[src/design/aalu_pkg.sv]
`timescale 1ns / 1ps

package aalu_pkg;

   typedef enum logic [4:0] {
      ACT_ADD = 5'd0,
      ACT_ADC = 5'd1,
      ACT_SUB = 5'd2,
      ACT_SBB = 5'd3,
      ACT_ANA = 5'd4,
      ACT_ORA = 5'd5,
      ACT_XRA = 5'd6,
      ACT_CMP = 5'd7,
      ACT_INR = 5'd8,
      ACT_DCR = 5'd9,
      ACT_INX = 5'd10,
      ACT_DCX = 5'd11,
      ACT_DAA = 5'd12,
      ACT_RLC = 5'd13,
      ACT_RRC = 5'd14,
      ACT_RAL = 5'd15,
      ACT_RAR = 5'd16,
      ACT_DAD = 5'd17
   } action_type;

   localparam int FLAG_S_BIT  = 7;
   localparam int FLAG_Z_BIT  = 6;
   localparam int FLAG_AC_BIT = 4;
   localparam int FLAG_P_BIT  = 2;
   localparam int FLAG_CY_BIT = 0;

   localparam logic [7:0] DAA_LO_FIX = 8'h06;
   localparam logic [7:0] DAA_HI_FIX = 8'h60;
   localparam logic [3:0] BCD_MAX    = 4'h9;

   typedef struct packed {
      logic [7:0]  acc;
      logic [7:0]  flags;
      logic [15:0] hl;
   } alu_state_type;

   typedef struct packed {
      logic [4:0]  action;
      logic [7:0]  operand;
      logic [15:0] pair_operand;
   } alu_item_type;

   typedef struct packed {
      logic [7:0]  accumulator;
      logic [7:0]  flag_byte;
      logic [7:0]  byte_result;
      logic [15:0] pair_result;
   } alu_result_type;

   function automatic logic [7:0] szp_flags(input logic [7:0] v, input logic ac,
                                            input logic cy);
      logic [7:0] f;
      f = 8'h00;
      f[FLAG_S_BIT]  = v[7];
      f[FLAG_Z_BIT]  = (v == 8'h00);
      f[FLAG_AC_BIT] = ac;
      f[FLAG_P_BIT]  = ~(^v);
      f[FLAG_CY_BIT] = cy;
      return f;
   endfunction

endpackage

[src/design/accumulator_alu_with_flags_top.sv]
`timescale 1ns / 1ps
// channel   direction  handshake              payload
// req       in         req_tvalid/req_tready  tuser: action; tdata: operand, pair_operand
// rsp       out        rsp_tvalid/rsp_tready  tdata: accumulator, flag_byte, byte_result,
//                                              pair_result
//
// one word per cycle sustained while rsp_tready holds; a word passes the input register, then the result register
// the alu works in one pass from the input register into the result register, and
// the accumulator, flags and hl update in the same cycle, so the next word sees them
// reset clears the accumulator, flags, hl and both valid bits
// a stall on rsp holds the result; one more word is taken into the input register

module accumulator_alu_with_flags_top (
   input  logic        clock,
   input  logic        reset,
   input  logic        req_tvalid,
   output logic        req_tready,
   input  logic [4:0]  req_tuser,   // action
   input  logic [23:0] req_tdata,   // operand, pair_operand
   output logic        rsp_tvalid,
   input  logic        rsp_tready,
   output logic [39:0] rsp_tdata    // accumulator, flag_byte, byte_result, pair_result
);
   import aalu_pkg::*;

   logic           in_valid_ff;
   alu_item_type   in_item_ff;
   logic           out_valid_ff;
   logic           out_valid_in;
   alu_result_type out_ff;
   alu_state_type  state_ff;
   alu_state_type  state_in;
   alu_result_type result;
   logic           advance;
   logic           in_valid_in;

   aalu_core u_core (
      .state      (state_ff),
      .item       (in_item_ff),
      .state_next (state_in),
      .result     (result)
   );

   assign advance    = in_valid_ff && (!out_valid_ff || rsp_tready);
   assign req_tready = !in_valid_ff || advance;

   always_comb begin
      in_valid_in = in_valid_ff;
      if (req_tready) begin
         in_valid_in = req_tvalid;
      end
      out_valid_in = out_valid_ff;
      if (advance) begin
         out_valid_in = 1'b1;
      end else if (rsp_tready) begin
         out_valid_in = 1'b0;
      end
   end

   always_ff @(posedge clock) begin
      if (reset) begin
         in_valid_ff  <= 1'b0;
         out_valid_ff <= 1'b0;
         state_ff     <= '0;
      end else begin
         in_valid_ff  <= in_valid_in;
         out_valid_ff <= out_valid_in;
         if (advance) begin
            state_ff <= state_in;
         end
      end
   end

   always_ff @(posedge clock) begin
      if (req_tready && req_tvalid) begin
         in_item_ff.action       <= req_tuser;
         in_item_ff.operand      <= req_tdata[7:0];
         in_item_ff.pair_operand <= req_tdata[23:8];
      end
      if (advance) begin
         out_ff <= result;
      end
   end

   assign rsp_tvalid = out_valid_ff;
   assign rsp_tdata  = {out_ff.pair_result, out_ff.byte_result, out_ff.flag_byte,
                        out_ff.accumulator};

endmodule

[src/design/aalu_core.sv]
`timescale 1ns / 1ps

module aalu_core (
   input  aalu_pkg::alu_state_type  state,
   input  aalu_pkg::alu_item_type   item,
   output aalu_pkg::alu_state_type  state_next,
   output aalu_pkg::alu_result_type result
);
   import aalu_pkg::*;

   logic [7:0] a;
   logic [7:0] b;
   logic       cy;
   logic       ac;
   logic [7:0] add_b;
   logic       add_cin;
   logic [8:0] add_sum;
   logic [4:0] add_nib;
   logic [7:0] inr_val;
   logic [7:0] dcr_val;
   logic [3:0] lo;
   logic [3:0] hi;
   logic [7:0] daa_corr;
   logic       daa_cy;
   logic [7:0] daa_val;
   logic [4:0] daa_nib;
   logic [16:0] dad_sum;
   logic [7:0] logic_val;
   logic       is_sub;

   always_comb begin
      a  = state.acc;
      b  = item.operand;
      cy = state.flags[FLAG_CY_BIT];
      ac = state.flags[FLAG_AC_BIT];

      // shared adder for add, subtract and compare
      is_sub = (action_type'(item.action) == ACT_SUB) || (action_type'(item.action) == ACT_SBB)
            || (action_type'(item.action) == ACT_CMP);
      add_b = is_sub ? ~b : b;
      case (action_type'(item.action))
         ACT_ADD: add_cin = 1'b0;
         ACT_ADC: add_cin = cy;
         ACT_SBB: add_cin = ~cy;
         default: add_cin = is_sub;
      endcase
      add_sum = {1'b0, a} + {1'b0, add_b} + {8'h00, add_cin};
      add_nib = {1'b0, a[3:0]} + {1'b0, add_b[3:0]} + {4'h0, add_cin};

      inr_val = b + 8'd1;
      dcr_val = b - 8'd1;

      // decimal adjust
      lo = a[3:0];
      hi = a[7:4];
      daa_corr = 8'h00;
      daa_cy   = cy;
      if ((lo > BCD_MAX) || ac) begin
         daa_corr = daa_corr | DAA_LO_FIX;
      end
      if ((hi > BCD_MAX) || cy || ((hi >= BCD_MAX) && (lo > BCD_MAX))) begin
         daa_corr = daa_corr | DAA_HI_FIX;
         daa_cy   = 1'b1;
      end
      daa_val = a + daa_corr;
      daa_nib = {1'b0, lo} + {1'b0, daa_corr[3:0]};

      dad_sum = {1'b0, state.hl} + {1'b0, item.pair_operand};

      case (action_type'(item.action))
         ACT_ANA: logic_val = a & b;
         ACT_ORA: logic_val = a | b;
         default: logic_val = a ^ b;
      endcase

      state_next = state;
      result.byte_result = 8'h00;
      result.pair_result = 16'h0000;

      case (action_type'(item.action))
         ACT_ADD, ACT_ADC: begin
            state_next.acc   = add_sum[7:0];
            state_next.flags = szp_flags(add_sum[7:0], add_nib[4], add_sum[8]);
         end
         ACT_SUB, ACT_SBB: begin
            state_next.acc   = add_sum[7:0];
            state_next.flags = szp_flags(add_sum[7:0], add_nib[4], ~add_sum[8]);
         end
         ACT_CMP: begin
            state_next.flags = szp_flags(add_sum[7:0], add_nib[4], ~add_sum[8]);
         end
         ACT_ANA: begin
            state_next.acc   = logic_val;
            state_next.flags = szp_flags(logic_val, 1'b1, 1'b0);
         end
         ACT_ORA, ACT_XRA: begin
            state_next.acc   = logic_val;
            state_next.flags = szp_flags(logic_val, 1'b0, 1'b0);
         end
         ACT_INR: begin
            result.byte_result = inr_val;
            state_next.flags   = szp_flags(inr_val, b[3:0] == 4'hf, cy);
         end
         ACT_DCR: begin
            result.byte_result = dcr_val;
            state_next.flags   = szp_flags(dcr_val, b[3:0] != 4'h0, cy);
         end
         ACT_INX: begin
            result.pair_result = item.pair_operand + 16'd1;
         end
         ACT_DCX: begin
            result.pair_result = item.pair_operand - 16'd1;
         end
         ACT_DAA: begin
            state_next.acc   = daa_val;
            state_next.flags = szp_flags(daa_val, daa_nib[4], daa_cy);
         end
         ACT_RLC: begin
            state_next.acc = {a[6:0], a[7]};
            state_next.flags[FLAG_CY_BIT] = a[7];
         end
         ACT_RRC: begin
            state_next.acc = {a[0], a[7:1]};
            state_next.flags[FLAG_CY_BIT] = a[0];
         end
         ACT_RAL: begin
            state_next.acc = {a[6:0], cy};
            state_next.flags[FLAG_CY_BIT] = a[7];
         end
         ACT_RAR: begin
            state_next.acc = {cy, a[7:1]};
            state_next.flags[FLAG_CY_BIT] = a[0];
         end
         ACT_DAD: begin
            state_next.hl = dad_sum[15:0];
            state_next.flags[FLAG_CY_BIT] = dad_sum[16];
            result.pair_result = dad_sum[15:0];
         end
         default: begin
         end
      endcase

      result.accumulator = state_next.acc;
      result.flag_byte   = state_next.flags;
   end

endmodule
[config.mk]
export PLATFORM = sky130hd
export DESIGN_NAME = accumulator_alu_with_flags_top
export DESIGN_NICKNAME = d
export VERILOG_FILES = /design/src/design/aalu_pkg.sv /design/src/design/accumulator_alu_with_flags_top.sv /design/src/design/aalu_core.sv
export SDC_FILE = /design/constraint.sdc
export NUM_CORES = 1
export LEC_CHECK = 0
export BUFFER_PORTS_ARGS = -buffer_cell sky130_fd_sc_hd__buf_4
export CAP_MARGIN = 0
export CELL_PAD_IN_SITES_DETAIL_PLACEMENT = 0
export CELL_PAD_IN_SITES_GLOBAL_PLACEMENT = 1
export CORE_ASPECT_RATIO = 0.9
export CORE_MARGIN = 3
export CORE_UTILIZATION = 51
export DETAILED_ROUTE_END_ITERATION = 6
export PLACE_DENSITY = 0.93
export REMOVE_ABC_BUFFERS = 1
export SLEW_MARGIN = 10
export SYNTH_ARGS = -nofsm -noshare
export SYNTH_HDL_FRONTEND = slang
export SYNTH_HIERARCHICAL = 1
export SYNTH_SLANG_ARGS = --single-unit
[constraint.sdc]
create_clock -name clock -period 10.5 [get_ports clock]
set_input_delay 0.525 -clock clock [delete_from_list [all_inputs] [get_ports clock]]
set_output_delay 0.525 -clock clock [all_outputs]
set_load 0.03 [all_outputs]
==> flow_summary.toml <==
[status]
status = "finished, final reports clean"

[sta]
max_freq_mhz = 212
period_minus_slack_ns = 4.72
fin_setup_tns_ns = 0
finalClockSkew_ns = 0.00494
min_period_over_period = 0.450
slew_headroom = 0.203
rsz0062_at_grt = "false"
finalHoldViolCount = 0
setup_viol = 0
worstMarginPinSlew_ns = 1.19
drv_slew = 0
whs_ns = 0.339

[clock_network]
cts_tree = "done"
cts_post_setup_buffers_inserted = 0
cts_root_buffer = "clkbuf_16"
clock_latency_ns = 0.36
cts.clk_slew.worst_paths_ns = 0.07
postCtsHoldBufs = 0
h-tree-depth = 3
cts_sinks = 103
ctsLongestPathBuffers = 2
postCtsResizedCells = 0
cts_buffers = 9

[setup_path]
max_stage_delay_ns = 0.64
crit_path_max_fanout = 19
regToRegEndpoint = "state_ff[18]$_SDFFE_PP0P_"
critPathLaunch = "in_item_ff[27]$_DFFE_PP_"
r2r_setup_slack_ns = 5.78
worstPathArrival_ns = 4.93
endpoint = "state_ff[18]$_SDFFE_PP0P_"
crit_chain = "nor2_1 > o211ai_1 > buf_4 > xnor2_1 > fa_1 > inv_1 > fa_1 > inv_1 > a21o_1 > a211oi_1 > xor2_1 > ha_1 > xor2_1 > xnor2_1 > nor2_1 > a2111oi_0 > o21ai_0 > nand2b_1 > mux2i_1"
crit_slowest_cell = "edfxtp_1"
start_kind = "flip-flop"
criticalPathCategory = "reg2reg"
cp-end-kind = "flip-flop"
cp.required_ns = 10.71
reg2reg_from = "in_item_ff[27]$_DFFE_PP_"
reg2reg_depth = 19

[synthesis]
syn_inst = 870
synth_top_area_share = 0.252
synth.largest_area_cell = "edfxtp_1"
synth_edf_count = 69
synth_seq_cells = 103
ys_seq_area_frac = 0.335
avgSynthCellArea_um2 = 9.43
synth-main-ff-cell = "edfxtp_1"
synth_cell_types = 75
async_flop_share = 0
yosys-top-cells-area = "edfxtp_1 25%, ha_1 12%, dfxtp_1 8.3%"
syn_area_um2 = 8210
yosys_warnings = 6

[routing]
drt-pass1-iter-count = 5
post_drt_via_cell_ratio = 5.86
initialDrtViolationCount = 566
antenna_left = 0
dr_total_vias = 6511
routed_wl_mm = 19.9
wl_per_cell_um = 17.9
drc_errors = 0

[floorplan]
die_x_um = 140
ioPinCount = 75
core-area_um2 = 15600
initial_core_util = 0.526
die_area_um2 = 17700
fp.dieH_um = 126
num_rows = 43

[final_layout]
insertedDiodeCount = 0
syn_to_final_growth_pct = 9.74
n_fill_cell = 1408
drive_above_1_share = 0.125
utilization = 0.577
final_nets = 1023

[global_route]
grt_pass1_wl_mm = 32.1
track_usage = 0.225
globalRouteOverflowTotal = 0
grt_pass1_vias = 6147
grt_max_degree = 67
antenna_found_initial = 0

[power_and_ir_drop]
vdd_drop_max_mv = 0.107
leakage_nw = 3.65
power_density_nw_per_um2 = 116
total_power_mw = 1.05

[job]
maxCapViolCount = 0

[worst_hold_path]
hold_class = "in2reg"
hold_start = "req_tdata[16]"

[place]
place_congestion = 0.953
portBuffers = 74
dp_hpwl_mm = 14.8
## report_power, final
part | internal [mW] | total (mW) | switching, mW
logic | 0.0987 | 0.230 | 0.132
clock network | 0.185 | 0.342 | 0.156
registers | 0.454 | 0.475 | 0.0213
total | 0.738 | 1.05 | 0.309
## stage by stage
step           cells  area [um^2]  setup WS [ns]
6_report        1112         9010           5.78
5_1_grt         1112         9010           5.24
3_5_place_dp    1096         8710           5.84
4_1_cts         1112         9010           5.82
2_1_floorplan    816         7860           5.83
3_3_place_gp    1096         8710           6.00
## cells by family after synthesis
| logic type | Yosys count | synth area share |
|---|---|---|
| multiplexers | 44 | 0.0541 |
| adder cells (fa/ha/maj) | 85 | 0.134 |
| XOR/XNOR | 69 | 0.0736 |
| buffers and inverters | 88 | 0.0584 |
| AND/OR/NAND/NOR | 280 | 0.177 |
| flip-flops | 103 | 0.335 |
| AO/OA/AOI/OAI | 201 | 0.168 |
## final cells by class
type | count | area, um^2 | area share
clock buffers | 9 | 225 | 0.0250
clock inverters | 7 | 71.3 | 0.00792
inverters | 34 | 128 | 0.0142
multi-input cells | 679 | 4990 | 0.554
flip-flops and latches | 103 | 2750 | 0.306
well taps | 202 | 253 | 0.0281
repair buffers | 78 | 586 | 0.0650
## worst max-delay path: cells and delay by family (launching register included)
kind	cells	cell delay, ns
buffers and inverters	3	0.38
xor gates and xnor gates	4	0.73
muxes	1	0.07
and+or+nand+nor	3	0.55
adders and majority gates	3	0.95
DFF	1	0.64
AOI/OAI and AO/OA	5	1.25
## metal layers
metal  vias to the layer above  share of wire  GRT usage
li1                       3195              -          -
met1                      3077           0.51      0.345
met2                       211           0.41      0.325
met3                        28          0.060     0.0373
met4                         0          0.018     0.0712
met5                         -              0          0
## registers in the layout, summed over array words and instances, names as in the netlist
name / cells
state_ff: 32
rsp_tvalid: 1
rsp_tdata: 40
in_valid_ff: 1
in_item_ff: 29
## cell usage after synthesis (12+ instances only)
| library cell | instances |
|---|---|
| xor2_1 | 19 |
| a21o_1 | 21 |
| inv_1 | 33 |
| xnor2_1 | 50 |
| nand2_1 | 75 |
| ha_1 | 80 |
| nor3_1 | 12 |
| a21oi_1 | 49 |
| nor2_1 | 52 |
| dfxtp_1 | 34 |
| o22ai_1 | 14 |
| o21ai_0 | 31 |
| buf_4 | 16 |
| edfxtp_1 | 69 |
| mux2i_1 | 41 |
| and3_1 | 12 |
| nand2b_1 | 71 |
| nand3_1 | 19 |
| clkbuf_1 | 20 |
## layout by cell type, fill, tap and decap left out, types with 31 or more instances in the layout
cell type and instances:
ha_1 80, buf_4 78, nand2_1 75, nand2b_1 71, edfxtp_1 69, nor2_1 52
xnor2_1 50, a21oi_1 48, mux2i_1 41, dfxtp_1 34, inv_1 33, o21ai_0 31
## worst min-delay path by stage
stage | to | slack (ns) | cells past startpoint
after floorplan | state_ff[17]$_SDFFE_PP0P_ | 0.44 | 2
after global placement | state_ff[21]$_SDFFE_PP0P_ | 0.45 | 2
after detailed placement | state_ff[19]$_SDFFE_PP0P_ | 0.46 | 2
after CTS | in_item_ff[8]$_DFFE_PP_ | 0.32 | 1
after global routing | in_item_ff[19]$_DFFE_PP_ | 0.32 | 1
final | in_item_ff[8]$_DFFE_PP_ | 0.34 | 1
Power figures use the tool's default switching activity.
